--- src/sv/three_phase_current_profile_chopper_defines.svh ---
// Assertion macros shared by the chopper modules.
// The enclosing module must provide signals named clock and reset.
`ifndef THREE_PHASE_CURRENT_PROFILE_CHOPPER_DEFINES_SVH
`define THREE_PHASE_CURRENT_PROFILE_CHOPPER_DEFINES_SVH
`ifndef SYNTHESIS
`define TPCPC_ASSERT(lbl, prop, msg) \
   lbl: assert property (@(posedge clock) disable iff (reset) prop) else $error(msg);
`define TPCPC_ASSERT_ALWAYS(lbl, prop, msg) \
   lbl: assert property (@(posedge clock) prop) else $error(msg);
`else
`define TPCPC_ASSERT(lbl, prop, msg)
`define TPCPC_ASSERT_ALWAYS(lbl, prop, msg)
`endif
`endif

--- src/sv/tpcpc_pkg.sv ---
`default_nettype none
package tpcpc_pkg;

   localparam int TABLE_SIZE = 112;

   localparam logic [7:0]  ACTIVE_LAST     = 8'd110;
   localparam logic [7:0]  ALL_SEEN        = 8'h7E;
   localparam logic [10:0] OFFSET_CEIL     = 11'd1200;
   localparam logic [11:0] OFFSET_RAISE    = 12'd80;
   localparam logic [10:0] OFFSET_DROP     = 11'd15;
   localparam logic [10:0] OFFSET_FLOOR    = 11'd100;
   localparam logic [11:0] OFFSET_MAX      = 12'd2047;
   localparam logic [15:0] CHANGE_LIMIT    = 16'd8;
   localparam logic [15:0] CHANGE_MAX      = 16'hFFFF;
   localparam logic [3:0]  TALLY_MAX       = 4'd15;
   localparam logic        DIRECTION_RESET = 1'b1;
   localparam logic [11:0] MIN_DUTY_RESET  = 12'd30;
   localparam logic [11:0] MAX_DUTY_RESET  = 12'd2000;
   localparam logic [11:0] DUTY_RESET      = 12'd80;
   localparam logic [10:0] OFFSET_A_RESET  = 11'd250;
   localparam logic [10:0] OFFSET_BC_RESET = 11'd200;

   typedef enum logic [1:0] {
      ACTION_SENSOR = 2'd0,
      ACTION_TICK   = 2'd1,
      ACTION_SAMPLE = 2'd2,
      ACTION_IDLE   = 2'd3
   } action_type;

   typedef enum logic [2:0] {
      CSR_DIRECTION       = 3'd0,
      CSR_MIN_DUTY        = 3'd1,
      CSR_MAX_DUTY        = 3'd2,
      CSR_START_DUTY      = 3'd3,
      CSR_START_OFFSET_A  = 3'd4,
      CSR_START_OFFSET_BC = 3'd5
   } csr_index_type;

   typedef struct packed {
      logic [2:0]  active;
      logic [10:0] offset_a;
      logic [10:0] offset_bc;
   } drive_state_type;

   typedef struct packed {
      logic [2:0]  phase_enable;
      logic [11:0] drive_duty_a;
      logic [11:0] drive_duty_b;
      logic [11:0] drive_duty_c;
      logic [10:0] offset_level_a;
      logic [10:0] offset_level_bc;
   } rsp_type;

   localparam logic [8:0] PROFILE_ROM [TABLE_SIZE] = '{
      9'd7,   9'd14,  9'd22,  9'd29,  9'd37,  9'd44,  9'd51,  9'd59,
      9'd66,  9'd74,  9'd81,  9'd88,  9'd96,  9'd103, 9'd111, 9'd118,
      9'd125, 9'd133, 9'd140, 9'd148, 9'd155, 9'd162, 9'd170, 9'd177,
      9'd185, 9'd192, 9'd200, 9'd207, 9'd214, 9'd222, 9'd229, 9'd237,
      9'd244, 9'd251, 9'd259, 9'd266, 9'd274, 9'd281, 9'd288, 9'd296,
      9'd303, 9'd311, 9'd318, 9'd325, 9'd333, 9'd340, 9'd348, 9'd355,
      9'd362, 9'd370, 9'd377, 9'd385, 9'd392, 9'd400, 9'd400, 9'd392,
      9'd385, 9'd377, 9'd370, 9'd362, 9'd355, 9'd348, 9'd340, 9'd333,
      9'd325, 9'd318, 9'd311, 9'd303, 9'd296, 9'd288, 9'd281, 9'd274,
      9'd266, 9'd259, 9'd251, 9'd244, 9'd237, 9'd229, 9'd222, 9'd214,
      9'd207, 9'd200, 9'd192, 9'd185, 9'd177, 9'd170, 9'd162, 9'd155,
      9'd148, 9'd140, 9'd133, 9'd125, 9'd118, 9'd111, 9'd103, 9'd96,
      9'd88,  9'd81,  9'd74,  9'd66,  9'd59,  9'd51,  9'd44,  9'd37,
      9'd29,  9'd22,  9'd14,  9'd7,   9'd0,   9'd0,   9'd0,   9'd0
   };

   function automatic logic [8:0] profile_at(input logic [7:0] idx);
      logic [8:0] value;
      value = 9'd0;
      if (idx < 8'(TABLE_SIZE)) begin
         value = PROFILE_ROM[idx[6:0]];
      end
      return value;
   endfunction

endpackage
`default_nettype wire

--- src/sv/tpcpc_lane.sv ---
`default_nettype none
`include "three_phase_current_profile_chopper_defines.svh"
module tpcpc_lane import tpcpc_pkg::*; #(
   parameter int         SAMPLES_PER_UPDATE = 7,
   parameter logic [3:0] COUNT_RESET        = 4'd1
) (
   input  logic        clock,
   input  logic        reset,
   input  logic        step_en,
   input  logic        active,
   input  logic        prev_active,
   input  logic [8:0]  profile,
   input  logic [10:0] offset,
   input  logic [11:0] sample,
   input  logic [11:0] min_duty,
   input  logic [11:0] max_duty,
   output logic [11:0] duty_next
);

   localparam logic [3:0] UPDATE_COUNT = 4'(SAMPLES_PER_UPDATE);

   logic [11:0] base_ff, base_in;
   logic [11:0] driven_ff, driven_in;
   logic [3:0]  count_ff, count_in;
   logic [3:0]  high_ff, high_in;
   logic [3:0]  low_ff, low_in;

   logic [3:0]         count_inc;
   logic [3:0]         high_next;
   logic [3:0]         low_next;
   logic [11:0]        limit;
   logic               below;
   logic               update;
   logic signed [13:0] step_duty;
   logic signed [13:0] clamp_duty;

   always_comb begin
      base_in   = base_ff;
      driven_in = driven_ff;
      count_in  = count_ff;
      high_in   = high_ff;
      low_in    = low_ff;

      high_next = (count_ff == 4'd0) ? 4'd0 : high_ff;
      low_next  = (count_ff == 4'd0) ? 4'd0 : low_ff;
      count_inc = count_ff + 4'd1;
      limit     = {3'd0, profile} + {1'b0, offset};
      below     = sample < limit;
      update    = count_inc == UPDATE_COUNT;

      if (below) begin
         if (low_next < TALLY_MAX) begin
            low_next = low_next + 4'd1;
         end
      end else begin
         if (high_next < TALLY_MAX) begin
            high_next = high_next + 4'd1;
         end
      end

      step_duty = $signed({2'b00, base_ff});
      if (update) begin
         if (high_next < low_next) begin
            step_duty = step_duty + $signed({6'd0, profile[8:1]});
         end else begin
            step_duty = step_duty - $signed({6'd0, profile[8:1]});
         end
      end

      if (step_duty < $signed({2'b00, min_duty})) begin
         clamp_duty = $signed({2'b00, min_duty});
      end else if (step_duty > $signed({2'b00, max_duty})) begin
         clamp_duty = $signed({2'b00, max_duty});
      end else begin
         clamp_duty = step_duty;
      end

      if (step_en && active) begin
         driven_in = below ? base_ff : {2'b00, base_ff[11:2]};
         high_in   = high_next;
         low_in    = low_next;
         count_in  = update ? 4'd0 : count_inc;
         base_in   = clamp_duty[11:0];
      end else if (step_en && prev_active) begin
         count_in = 4'd0;
      end
   end

   assign duty_next = driven_in;

   always_ff @(posedge clock) begin
      if (reset) begin
         base_ff   <= DUTY_RESET;
         driven_ff <= DUTY_RESET;
         count_ff  <= COUNT_RESET;
         high_ff   <= 4'd0;
         low_ff    <= 4'd0;
      end else begin
         base_ff   <= base_in;
         driven_ff <= driven_in;
         count_ff  <= count_in;
         high_ff   <= high_in;
         low_ff    <= low_in;
      end
   end

   `TPCPC_ASSERT(lane_hold_inactive, step_en && !active |=> $stable(driven_ff) && $stable(base_ff), "Inactive phase changed its duty")
   `TPCPC_ASSERT(lane_count_update, step_en && active && update |=> count_ff == 4'd0, "Sample count did not restart after a duty update")

endmodule
`default_nettype wire

--- src/sv/tpcpc_seq.sv ---
`default_nettype none
`include "three_phase_current_profile_chopper_defines.svh"
module tpcpc_seq import tpcpc_pkg::*; #(
   parameter int CYCLE_STEPS   = 162,
   parameter int PHASE_SHIFT   = 54,
   parameter int PROFILE_DEPTH = 112
) (
   input  logic                 clock,
   input  logic                 reset,
   input  logic                 sensor_en,
   input  logic                 tick_en,
   input  logic [2:0]           sensor_code,
   input  logic                 direction,
   output drive_state_type      state_now,
   output drive_state_type      state_next,
   output logic [2:0][8:0]      profile
);

   localparam int SHIFT_ONE = PHASE_SHIFT % CYCLE_STEPS;
   localparam int SHIFT_TWO = (2 * PHASE_SHIFT) % CYCLE_STEPS;

   logic [7:0]       pos_ff, pos_in;
   logic [2:0]       active_ff, active_in;
   logic [2:0][8:0]  profile_ff, profile_in;
   logic [10:0]      offset_a_ff, offset_a_in;
   logic [10:0]      offset_bc_ff, offset_bc_in;
   logic [2:0]       last_ff, last_in;
   logic [15:0]      change_ff, change_in;
   logic [7:0]       seen_ff, seen_in;

   logic [8:0]       sum_one, sum_two, pos_inc;
   logic [7:0]       pos_one, pos_two;
   logic [2:0][7:0]  visit_pos;
   logic             wrap;
   logic [11:0]      raise_a, raise_bc;
   logic [10:0]      up_a, up_bc, down_a, down_bc;

   always_comb begin
      pos_in       = pos_ff;
      active_in    = active_ff;
      profile_in   = profile_ff;
      offset_a_in  = offset_a_ff;
      offset_bc_in = offset_bc_ff;
      last_in      = last_ff;
      change_in    = change_ff;
      seen_in      = seen_ff;

      sum_one = {1'b0, pos_ff} + 9'(SHIFT_ONE);
      sum_two = {1'b0, pos_ff} + 9'(SHIFT_TWO);
      pos_one = (sum_one >= 9'(CYCLE_STEPS)) ? 8'(sum_one - 9'(CYCLE_STEPS)) : sum_one[7:0];
      pos_two = (sum_two >= 9'(CYCLE_STEPS)) ? 8'(sum_two - 9'(CYCLE_STEPS)) : sum_two[7:0];
      visit_pos[0] = pos_ff;
      visit_pos[1] = direction ? pos_one : pos_two;
      visit_pos[2] = direction ? pos_two : pos_one;
      pos_inc = {1'b0, pos_ff} + 9'd1;
      wrap    = pos_inc == 9'(CYCLE_STEPS);

      raise_a  = {1'b0, offset_a_ff} + OFFSET_RAISE;
      raise_bc = {1'b0, offset_bc_ff} + OFFSET_RAISE;
      up_a  = offset_a_ff;
      up_bc = offset_bc_ff;
      if (seen_ff != ALL_SEEN && offset_a_ff < OFFSET_CEIL) begin
         up_a  = (raise_a > OFFSET_MAX) ? OFFSET_MAX[10:0] : raise_a[10:0];
         up_bc = (raise_bc > OFFSET_MAX) ? OFFSET_MAX[10:0] : raise_bc[10:0];
      end
      down_a  = up_a;
      down_bc = up_bc;
      if (change_ff > CHANGE_LIMIT && up_a > OFFSET_FLOOR) begin
         down_a  = (up_a < OFFSET_DROP) ? 11'd0 : up_a - OFFSET_DROP;
         down_bc = (up_bc < OFFSET_DROP) ? 11'd0 : up_bc - OFFSET_DROP;
      end

      if (sensor_en && sensor_code != last_ff) begin
         if (change_ff < CHANGE_MAX) begin
            change_in = change_ff + 16'd1;
         end
         seen_in = seen_ff | (8'd1 << sensor_code);
         last_in = sensor_code;
      end

      if (tick_en) begin
         for (int i = 0; i < 3; i++) begin
            active_in[i] = visit_pos[i] <= ACTIVE_LAST;
            if (visit_pos[i] <= ACTIVE_LAST) begin
               profile_in[i] = (visit_pos[i] < 8'(PROFILE_DEPTH)) ?
                               profile_at(visit_pos[i]) : 9'd0;
            end
         end
         pos_in = wrap ? 8'd0 : pos_inc[7:0];
         if (wrap) begin
            offset_a_in  = down_a;
            offset_bc_in = down_bc;
            seen_in      = 8'd0;
            change_in    = 16'd0;
         end
      end
   end

   always_comb begin
      state_now.active     = active_ff;
      state_now.offset_a   = offset_a_ff;
      state_now.offset_bc  = offset_bc_ff;
      state_next.active    = active_in;
      state_next.offset_a  = offset_a_in;
      state_next.offset_bc = offset_bc_in;
      profile              = profile_ff;
   end

   always_ff @(posedge clock) begin
      if (reset) begin
         pos_ff       <= 8'd0;
         active_ff    <= 3'b111;
         profile_ff   <= '0;
         offset_a_ff  <= OFFSET_A_RESET;
         offset_bc_ff <= OFFSET_BC_RESET;
         last_ff      <= 3'd0;
         change_ff    <= 16'd0;
         seen_ff      <= 8'd0;
      end else begin
         pos_ff       <= pos_in;
         active_ff    <= active_in;
         profile_ff   <= profile_in;
         offset_a_ff  <= offset_a_in;
         offset_bc_ff <= offset_bc_in;
         last_ff      <= last_in;
         change_ff    <= change_in;
         seen_ff      <= seen_in;
      end
   end

   `TPCPC_ASSERT(seq_pos_range, pos_ff < 8'(CYCLE_STEPS), "Cycle position left its range")
   `TPCPC_ASSERT(seq_wrap_clear, tick_en && wrap |=> seen_ff == 8'd0 && change_ff == 16'd0 && pos_ff == 8'd0, "Cycle wrap did not clear the sensor activity")

endmodule
`default_nettype wire

--- src/sv/tpcpc_outbuf.sv ---
`default_nettype none
`include "three_phase_current_profile_chopper_defines.svh"
module tpcpc_outbuf import tpcpc_pkg::*; (
   input  logic    clock,
   input  logic    reset,
   input  logic    in_valid,
   output logic    in_ready,
   input  rsp_type in_item,
   output logic    out_valid,
   input  logic    out_ready,
   output rsp_type out_item
);

   logic [1:0] count_ff, count_in;
   rsp_type    head_ff, head_in;
   rsp_type    tail_ff, tail_in;
   logic       push;
   logic       pop;

   assign in_ready  = count_ff != 2'd2;
   assign out_valid = count_ff != 2'd0;
   assign out_item  = head_ff;
   assign push      = in_valid && in_ready;
   assign pop       = out_valid && out_ready;

   always_comb begin
      head_in  = head_ff;
      tail_in  = tail_ff;
      count_in = count_ff + {1'b0, push} - {1'b0, pop};
      case (count_ff)
         2'd0: begin
            if (push) begin
               head_in = in_item;
            end
         end
         2'd1: begin
            if (push && pop) begin
               head_in = in_item;
            end else if (push) begin
               tail_in = in_item;
            end
         end
         2'd2: begin
            if (pop) begin
               head_in = tail_ff;
            end
         end
         default: begin
            count_in = 2'd0;
         end
      endcase
   end

   always_ff @(posedge clock) begin
      if (reset) begin
         count_ff <= 2'd0;
      end else begin
         count_ff <= count_in;
      end
      head_ff <= head_in;
      tail_ff <= tail_in;
   end

   `TPCPC_ASSERT(outbuf_full_hold, count_ff == 2'd2 && !pop |=> count_ff == 2'd2 && $stable(head_ff), "Full output buffer lost or changed a result")
   `TPCPC_ASSERT(outbuf_count_range, count_ff != 2'd3, "Output buffer count out of range")

endmodule
`default_nettype wire

--- src/sv/three_phase_current_profile_chopper.sv ---
`default_nettype none
// Three-phase current-profile chopper. Each accepted request is a sensor reading, a control
// tick, a current sample tick or an idle request, and each one yields exactly one response
// carrying the phase enables, the duty driven on each phase and the two current offsets as they
// stand after that request. One request is taken every clock while req_ready is high: the three
// phase lanes and the position sequencer finish their update in the cycle of the transfer, and
// the response is registered into a two-entry output buffer, so req_ready drops only while both
// buffer entries hold responses that have not been taken. Configuration writes complete in every
// cycle. Writes to the start duty and start offset indices are accepted but change nothing, and
// the duties and offsets load their reset defaults at reset.
`include "three_phase_current_profile_chopper_defines.svh"
module three_phase_current_profile_chopper import tpcpc_pkg::*; #(
   parameter int CYCLE_STEPS        = 162,
   parameter int PHASE_SHIFT        = 54,
   parameter int PROFILE_DEPTH      = 112,
   parameter int SAMPLES_PER_UPDATE = 7
) (
   input  logic        clock,
   input  logic        reset,
   input  logic        req_valid,
   output logic        req_ready,
   input  logic [1:0]  req_action,
   input  logic [2:0]  req_sensor_code,
   input  logic [11:0] req_current_a,
   input  logic [11:0] req_current_b,
   input  logic [11:0] req_current_c,
   output logic        rsp_valid,
   input  logic        rsp_ready,
   output logic [2:0]  rsp_phase_enable,
   output logic [11:0] rsp_drive_duty_a,
   output logic [11:0] rsp_drive_duty_b,
   output logic [11:0] rsp_drive_duty_c,
   output logic [10:0] rsp_offset_level_a,
   output logic [10:0] rsp_offset_level_bc,
   input  logic        csr_valid,
   output logic        csr_ready,
   input  logic [2:0]  csr_index,
   input  logic [11:0] csr_data
);

   logic        direction_ff, direction_in;
   logic [11:0] min_duty_ff, min_duty_in;
   logic [11:0] max_duty_ff, max_duty_in;

   logic             accept;
   logic             sensor_en;
   logic             tick_en;
   logic             sample_en;
   drive_state_type  state_now;
   drive_state_type  state_next;
   logic [2:0][8:0]  profile;
   logic [2:0][11:0] sample;
   logic [2:0][11:0] duty_next;
   rsp_type          rsp_item;
   rsp_type          rsp_out;

   assign csr_ready = 1'b1;

   always_comb begin
      direction_in = direction_ff;
      min_duty_in  = min_duty_ff;
      max_duty_in  = max_duty_ff;
      if (csr_valid && csr_ready) begin
         unique case (csr_index)
            CSR_DIRECTION: begin
               direction_in = csr_data[0];
            end
            CSR_MIN_DUTY: begin
               min_duty_in = csr_data;
            end
            CSR_MAX_DUTY: begin
               max_duty_in = csr_data;
            end
            default: begin
            end
         endcase
      end
   end

   always_ff @(posedge clock) begin
      if (reset) begin
         direction_ff <= DIRECTION_RESET;
         min_duty_ff  <= MIN_DUTY_RESET;
         max_duty_ff  <= MAX_DUTY_RESET;
      end else begin
         direction_ff <= direction_in;
         min_duty_ff  <= min_duty_in;
         max_duty_ff  <= max_duty_in;
      end
   end

   assign accept    = req_valid && req_ready;
   assign sensor_en = accept && (req_action == ACTION_SENSOR);
   assign tick_en   = accept && (req_action == ACTION_TICK);
   assign sample_en = accept && (req_action == ACTION_SAMPLE);

   tpcpc_seq #(
      .CYCLE_STEPS   (CYCLE_STEPS),
      .PHASE_SHIFT   (PHASE_SHIFT),
      .PROFILE_DEPTH (PROFILE_DEPTH)
   ) u_seq (
      .clock       (clock),
      .reset       (reset),
      .sensor_en   (sensor_en),
      .tick_en     (tick_en),
      .sensor_code (req_sensor_code),
      .direction   (direction_ff),
      .state_now   (state_now),
      .state_next  (state_next),
      .profile     (profile)
   );

   assign sample[0] = req_current_a;
   assign sample[1] = req_current_b;
   assign sample[2] = req_current_c;

   for (genvar j = 0; j < 3; j++) begin : g_lane
      tpcpc_lane #(
         .SAMPLES_PER_UPDATE (SAMPLES_PER_UPDATE),
         .COUNT_RESET        (4'(j + 1))
      ) u_lane (
         .clock       (clock),
         .reset       (reset),
         .step_en     (sample_en),
         .active      (state_now.active[j]),
         .prev_active (state_now.active[(j + 2) % 3]),
         .profile     (profile[j]),
         .offset      ((j == 0) ? state_now.offset_a : state_now.offset_bc),
         .sample      (sample[j]),
         .min_duty    (min_duty_ff),
         .max_duty    (max_duty_ff),
         .duty_next   (duty_next[j])
      );
   end

   always_comb begin
      rsp_item.phase_enable    = state_next.active;
      rsp_item.drive_duty_a    = duty_next[0];
      rsp_item.drive_duty_b    = duty_next[1];
      rsp_item.drive_duty_c    = duty_next[2];
      rsp_item.offset_level_a  = state_next.offset_a;
      rsp_item.offset_level_bc = state_next.offset_bc;
   end

   tpcpc_outbuf u_outbuf (
      .clock     (clock),
      .reset     (reset),
      .in_valid  (req_valid),
      .in_ready  (req_ready),
      .in_item   (rsp_item),
      .out_valid (rsp_valid),
      .out_ready (rsp_ready),
      .out_item  (rsp_out)
   );

   assign rsp_phase_enable    = rsp_out.phase_enable;
   assign rsp_drive_duty_a    = rsp_out.drive_duty_a;
   assign rsp_drive_duty_b    = rsp_out.drive_duty_b;
   assign rsp_drive_duty_c    = rsp_out.drive_duty_c;
   assign rsp_offset_level_a  = rsp_out.offset_level_a;
   assign rsp_offset_level_bc = rsp_out.offset_level_bc;

endmodule
`default_nettype wire
--- config.mk ---
export PLATFORM = sky130hd
export DESIGN_NAME = three_phase_current_profile_chopper
export DESIGN_NICKNAME = d
export VERILOG_FILES = /design/src/sv/tpcpc_pkg.sv /design/src/sv/tpcpc_lane.sv /design/src/sv/tpcpc_seq.sv /design/src/sv/tpcpc_outbuf.sv /design/src/sv/three_phase_current_profile_chopper.sv
export VERILOG_INCLUDE_DIRS = /design/src /design/src/sv
export SDC_FILE = /design/constraint.sdc
export NUM_CORES = 1
export LEC_CHECK = 0
export BUFFER_PORTS_ARGS = -buffer_cell sky130_fd_sc_hd__buf_4
export CAP_MARGIN = 20
export CORE_MARGIN = 4
export CORE_UTILIZATION = 55
export DETAILED_ROUTE_END_ITERATION = 16
export GPL_TIMING_DRIVEN = 0
export PLACE_DENSITY_LB_ADDON = 0.1
export SETUP_SLACK_MARGIN = 0.02
export SKIP_LAST_GASP = 1
export SYNTH_ARGS = -nofsm -noshare
export SYNTH_HDL_FRONTEND = slang
export SYNTH_SLANG_ARGS = --single-unit
--- constraint.sdc ---
create_clock -name clock -period 10.9 [get_ports clock]
set_input_delay 0.545 -clock clock [delete_from_list [all_inputs] [get_ports clock]]
set_output_delay 0.545 -clock clock [all_outputs]
set_load 0.05 [all_outputs]
==> results.toml, run 1 <==
[routing]
count_of_tritonroute_iterations_in_the_first_routing_pass = 6
dr_total_vias = 28200
dr.first_iter.drc_count = 3344
route.antenna.remaining_nets = 0
vias_per_cell = 6.46
post_drt_wl_per_cell_um = 22.9
drc = 0
drt_wl_total_um = 99900

[cells_and_area]
design.final.nets = 4006
syn2layout_area_growth_pct = 11.7
antenna-diode-count = 0
final_cell_area_um2 = 30900
layout.cells.most_common = "nor2_1"
filler_cell_count = 4387
multi_input_area_um2 = 17900
ff_latch_area_um2 = 8110
layout-drive-gt1-share = 0.0864
final_cell_mix = "nor2_1 (390), nand2_1 (343), a21oi_1 (337)"

[critical_path]
cpMostUsedCell = "a21oi_1"
startpoint_type_of_the_worst_setup_path = "flip-flop"
critical_path.max_fanout = 10
timing.critical_path.required_ns = 11.38
timing.critical_path.slowest_cell_delay_ns = 0.74
cp.arrival_ns = 10.49
setup.worst_path.end_class = "flip-flop"
slowest_stage = "o31ai_1"
timing_worst_setup_path_type = "flip-flop to flip-flop"

[pwr]
p_seq_frac = 0.354
power_mw = 4.45
power.share.switching = 0.380
power_frac_comb = 0.338
p_leak_nw = 12.7
intPower_mw = 2.76
power-per-cell-area_nw_per_um2 = 144
clock_power_share = 0.308
max-vdd-ir-drop_uv = 110
power.switching_mw = 1.69

[clock_network]
clock_transition_at_the_registers_of_the_reported_paths_ns = 0.07
cts_htree_levels = 2
ctsHoldBuffers = 0
clock_sinks = 344
clk_latency_ns = 0.59
ctsLongestPathBuffers = 3
tritoncts = "done"
cts_resized = 0
cts_root_cell = "clkbuf_16"
post-cts-setup-buffer-count = 0
cts_inserted_buffers = 39

[timing]
setup_viol = 0
relative_slew_slack = 0.172
skew_ns = 0.0346
layout_setup_ws_ns = 0.890
timing.final.hold_violations = 0
tightestPinTransition_ns = 1.24
achievable-frequency_mhz = 99.9
finalWorstPathRequiredPeriod_ns = 10.01
setup_total_negative_slack_ns = 0
rsz_0062_raised_after_global_routing = "false"
maxSlewViolCount = 0
fin_crit_sh = 0.918

[placement]
gpl.final_weighted_congestion = 1.00
placed_area_um2 = 29600
port_buffers = 122
pre_cts_ws_ns = 1.14
detailedPlacementHpwl_um = 75600

[global_routing]
global_route.overflow_total = 0
grt_pass1_wl_um = 152000
grt_start_max_net_pins = 26
grt.total_usage = 0.356
grt_pass1_vias = 27000
grt_antenna_before_repair = 0

[floorplan]
starting_density_of_the_core = 0.561
die_span_x_um = 232
core-area_um2 = 49400
num_rows = 81
floorplan.die_area_um2 = 54000
die_y_um = 232
floorplan.io_pins = 125

[synth]
synth.distinct_cells = 104
synthesis.nets = 3832
seq_area_frac_synth = 0.293
synthArstFlopShare = 0
synth-main-ff-cell = "dfxtp_1"
post_synth_inst_count = 3498
syn_area_per_cell_um2 = 7.91
synth_edf_count = 122
synthesis.yosys.warnings = 0
netlist_area_um2 = 27700
ys_ff_latch = 344

[run_status]
result_of_the_run = "finished clean"

[job]
cap_violations = 0

[hold_path]
worstHoldPathType = "input pin to flip-flop"
power groups by stage:
stage               Clock [mW]  Sequential (mW)  Combinational, mW
floorplan                    0             1.83              0.770
global placement             0             1.63               1.41
detailed placement           0             1.60               1.47
CTS                       1.38             1.58               1.48
global route              1.44             1.59               1.62
finish                    1.37             1.58               1.50
state kept, by name, summed over array words and instances (netlist names):
register                 cells
u_seq.last_ff                3
u_outbuf.count_ff            2
g_lane.u_lane.high_ff       12
max_duty_ff                 12
u_seq.profile               27
g_lane.u_lane.count_ff      12
direction_ff                 1
g_lane.u_lane.base_ff       36
g_lane.u_lane.driven_ff     36
u_seq.active_ff              3
u_seq.seen_ff                8
u_outbuf.tail_ff            61
min_duty_ff                 12
u_seq.pos_ff                 8
u_seq.offset_bc_ff          11
u_outbuf.out_item           61
u_seq.offset_a_ff           11
g_lane.u_lane.low_ff        12
u_seq.change_ff             16
cell families after synthesis:
kind of cell               after synthesis  synth area share
and+or+nand+nor                       1167             0.194
AOI/OAI and AO/OA                     1066             0.249
buffers and inverters                  424            0.0605
DFF                                    344             0.293
adders and majority gates              275             0.127
xor gates and xnor gates               117            0.0378
muxes                                  104            0.0394
other                                    1          0.000135
cell type report:
class                      count  share of cell area
multi-input combinational   2730               0.580
sequential                   344               0.262
clock buffer                  48              0.0350
timing repair buffer         133              0.0342
buffer                       226              0.0302
tap                          664              0.0269
inverter                     198              0.0240
clock inverter                24             0.00761
routing by layer:
layer / up-vias / wire length, um / part of all wire / track usage
li1: 13000 / - / - / -
met1: 13400 / 40100 / 0.40 / 0.459
met2: 1508 / 44000 / 0.44 / 0.562
met3: 346 / 9040 / 0.090 / 0.0639
met4: 0 / 6880 / 0.069 / 0.206
met5: - / 0 / 0 / 0
metrics by stage:
step / hold WS [ns] / cells / utilization
after global placement: 0.439 / 4284 / 0.596
after detailed placement: 0.454 / 4294 / 0.599
after floorplan: 0.428 / 3498 / -
after global routing: 0.221 / 4367 / 0.626
after CTS: 0.196 / 4366 / 0.626
final: 0.208 / 4367 / 0.626
cell usage after synthesis (23+ instances only):
master      n  area [um2]
o31ai_1    23         173
mux2i_1    76         761
nand2_1   343        1290
a211oi_1   55         413
dfxtp_1   222        4440
and2_1     36         225
buf_2      32         160
inv_1     192         721
nand4_1    30         188
nor2_1    390        1460
a21oi_1   337        1690
nor2b_1    32         200
or3_1      30         188
edfxtp_1  122        3660
nand2b_1   33         206
a311oi_1   24         210
and3_1     30         188
a31oi_1    44         275
clkbuf_1  168         631
mux2_2     26         293
nand3_1    94         470
a21o_1     64         480
o211ai_1   56         420
xor2_1     42         368
o21bai_1   30         225
xnor2_1    72         631
ha_1      264        3300
nor3_1     68         340
o21ai_0   210        1050
worst paths after layout:
kind                                   from                                   endpoint  slack (ns)  cells past startpoint
min reg2reg     u_seq.seen_ff[0]$_SDFF_PP0_                u_seq.seen_ff[0]$_SDFF_PP0_        0.46                      2
max reg2reg  u_seq.profile[10]$_SDFFE_PP0P_  g_lane[1].u_lane.base_ff[11]$_SDFFE_PP0P_        0.89                     41
max          u_seq.profile[10]$_SDFFE_PP0P_  g_lane[1].u_lane.base_ff[11]$_SDFFE_PP0P_        0.89                     41
min                             csr_data[7]                max_duty_ff[7]$_SDFFE_PP1P_        0.21                      3
worst max-delay path, delay by kind of cell (launching register included):
kind            cells  cell delay, ns
compound gates     21            4.84
buf+inv             4            1.39
fa+ha+maj           4            1.22
simple gates        8            1.00
flops               1            0.61
mux                 2            0.52
xor+xnor            2            0.33
Note: power is estimated with default switching activity, not from simulation.
==> run 2, diff against run 1 <==
--- a/config.mk
+++ b/config.mk
@@ -8,10 +8,9 @@
 export LEC_CHECK = 0
 export BUFFER_PORTS_ARGS = -buffer_cell sky130_fd_sc_hd__buf_4
 export CAP_MARGIN = 20
-export CORE_MARGIN = 4
+export CORE_MARGIN = 3
 export CORE_UTILIZATION = 55
 export DETAILED_ROUTE_END_ITERATION = 16
-export GPL_TIMING_DRIVEN = 0
 export PLACE_DENSITY_LB_ADDON = 0.1
 export SETUP_SLACK_MARGIN = 0.02
 export SKIP_LAST_GASP = 1
==> run 2 against run 1 <==
Final cell count decreased by 4.2%. Worst setup slack better by 0.44 ns. First-iteration DRC count decreased by 28%. Critical path depth down 4. Sequential share of layout area grew 0.53 points. Global-route usage fell by 4.2 points. Via count shrank 5.4%. Maximum frequency is 4.6% higher. Clock power hardly changed. Worst hold slack better by 0.012 ns. Core utilization is 1.2 points lower. Non-clock buffer count down 188. Largest power group unchanged. Highest routed layer is now met5.
==> results.toml, run 2 (same netlist as run 1, synthesis figures left out) <==
[run_status]
result_of_the_run = "finished clean"

[critical_path]
timing_worst_setup_path_type = "flip-flop to flip-flop"
cpMostUsedCell = "a21oi_1"
critical_path.max_fanout = 19
timing.rr.start = "u_seq.offset_bc_ff[0]$_SDFF_PP0_"
cp.arrival_ns = 10.05
regToRegEndpoint = "g_lane[2].u_lane.base_ff[3]$_SDFFE_PP0P_"
setup.worst_path.end_class = "flip-flop"
timing.critical_path.required_ns = 11.39
timing.critical_path.slowest_cell_delay_ns = 0.60
crit_end = "g_lane[2].u_lane.base_ff[3]$_SDFFE_PP0P_"
slowest_stage = "nand2_1"
startpoint_type_of_the_worst_setup_path = "flip-flop"
ff2ff_path_depth = 37
critical_path_source = "u_seq.offset_bc_ff[0]$_SDFF_PP0_"
ff2ff_setup_slack_ns = 1.33

[pwr]
p_leak_nw = 12.6
max-vdd-ir-drop_uv = 109
power-per-cell-area_nw_per_um2 = 143
power_mw = 4.35

[clock_network]
tritoncts = "done"
post-cts-setup-buffer-count = 0
cts_htree_levels = 2
clk_latency_ns = 0.57
clock_transition_at_the_registers_of_the_reported_paths_ns = 0.06
cts_resized = 0
ctsHoldBuffers = 0
cts_root_cell = "clkbuf_16"
clock_sinks = 344
cts_inserted_buffers = 41
ctsLongestPathBuffers = 3

[cells_and_area]
syn2layout_area_growth_pct = 9.48
layout-drive-gt1-share = 0.0907
layout.cells.most_common = "nor2_1"
antenna-diode-count = 0
design.final.nets = 3820
final_cell_mix = "nor2_1 (388), nand2_1 (343), a21oi_1 (337)"
filler_cell_count = 4382
fin_cells = 4182
final_cell_area_um2 = 30300
final_core_utilization = 0.614

[global_routing]
grt_pass1_vias = 25100
met2_usage = 0.527
global_route.overflow_total = 0
grt.total_usage = 0.314
globalRoute.busiestLayer = "met2"
grtUsageMet3 = 0.0420
grt_antenna_before_repair = 4
grt_pass1_wl_um = 136000
groute.layer.met1.usage = 0.406
grt_start_max_net_pins = 78

[timing]
relative_slew_slack = 0.245
maxSlewViolCount = 0
rsz_0062_raised_after_global_routing = "false"
setup_viol = 0
tightestPinTransition_ns = 1.13
achievable-frequency_mhz = 105
layout_setup_ws_ns = 1.33
setup_total_negative_slack_ns = 0
skew_ns = 0.0230
hold_ws_ns = 0.220
finalWorstPathRequiredPeriod_ns = 9.57
timing.final.hold_violations = 0
fin_crit_sh = 0.878

[floorplan]
floorplan.io_pins = 125
die_y_um = 230
num_rows = 81
floorplan.die_area_um2 = 53100
starting_density_of_the_core = 0.561
die_span_x_um = 230
core-area_um2 = 49400

[routing]
dr.first_iter.drc_count = 2417
post_drt_wl_per_cell_um = 20.7
count_of_tritonroute_iterations_in_the_first_routing_pass = 6
dr_total_vias = 26700
drt_wl_total_um = 86500
route.antenna.remaining_nets = 0
vias_per_cell = 6.38
drc = 0

[hold_path]
worstHoldPathType = "input pin to flip-flop"

[placement]
port_buffers = 123
gpl.final_weighted_congestion = 0.956
placed_area_um2 = 28900
detailedPlacementHpwl_um = 62200
place_inst = 4105
pre_cts_ws_ns = 1.58

[job]
cap_violations = 0
## run 2: power breakdown
| group | leakage (nW) | switching, mW | internal [mW] |
|---|---|---|---|
| combinational | 9.02 | 0.940 | 0.453 |
| clock | 0.653 | 0.561 | 0.813 |
| sequential | 2.91 | 0.0847 | 1.49 |
| total | 12.6 | 1.59 | 2.76 |
## run 2: final cells by class
| cell class | count | area [um2] | share of cell area |
|---|---|---|---|
| Multi-Input combinational cell | 2730 | 18000 | 0.593 |
| Sequential cell | 344 | 8110 | 0.268 |
| Clock buffer | 58 | 1160 | 0.0383 |
| Inverter | 198 | 744 | 0.0246 |
| Tap cell | 664 | 831 | 0.0274 |
| Timing Repair Buffer | 171 | 1320 | 0.0437 |
| Clock inverter | 17 | 168 | 0.00553 |
## run 2: worst max-delay path, delay by kind of cell, from the launching register on
kind | cells | cell delay (ns)
DFF | 1 | 0.35
xor gates and xnor gates | 1 | 0.19
AOI/OAI and AO/OA | 20 | 5.18
and+or+nand+nor | 8 | 1.46
muxes | 3 | 0.90
adders and majority gates | 5 | 1.40
## run 2: per-layer routing
layer	share of wire	vias to the layer above
met2	0.47	1137
li1	-	12600
met4	0.045	4
met1	0.41	12700
met5	0.00037	-
met3	0.071	225
## run 2: worst min path at each step
stage,endpoint,from,slack (ns),cells past startpoint
after floorplan,u_seq.seen_ff[7]$_SDFF_PP0_,u_seq.seen_ff[7]$_SDFF_PP0_,0.43,2
after global placement,g_lane[0].u_lane.high_ff[1]$_SDFFE_PP0P_,g_lane[0].u_lane.high_ff[1]$_SDFFE_PP0P_,0.44,2
after detailed placement,g_lane[0].u_lane.high_ff[1]$_SDFFE_PP0P_,g_lane[0].u_lane.high_ff[1]$_SDFFE_PP0P_,0.45,2
after CTS,max_duty_ff[7]$_SDFFE_PP1P_,csr_data[7],0.20,3
after global routing,max_duty_ff[11]$_SDFFE_PP0P_,csr_data[11],0.22,3
final,min_duty_ff[11]$_SDFFE_PP0P_,csr_data[11],0.22,3
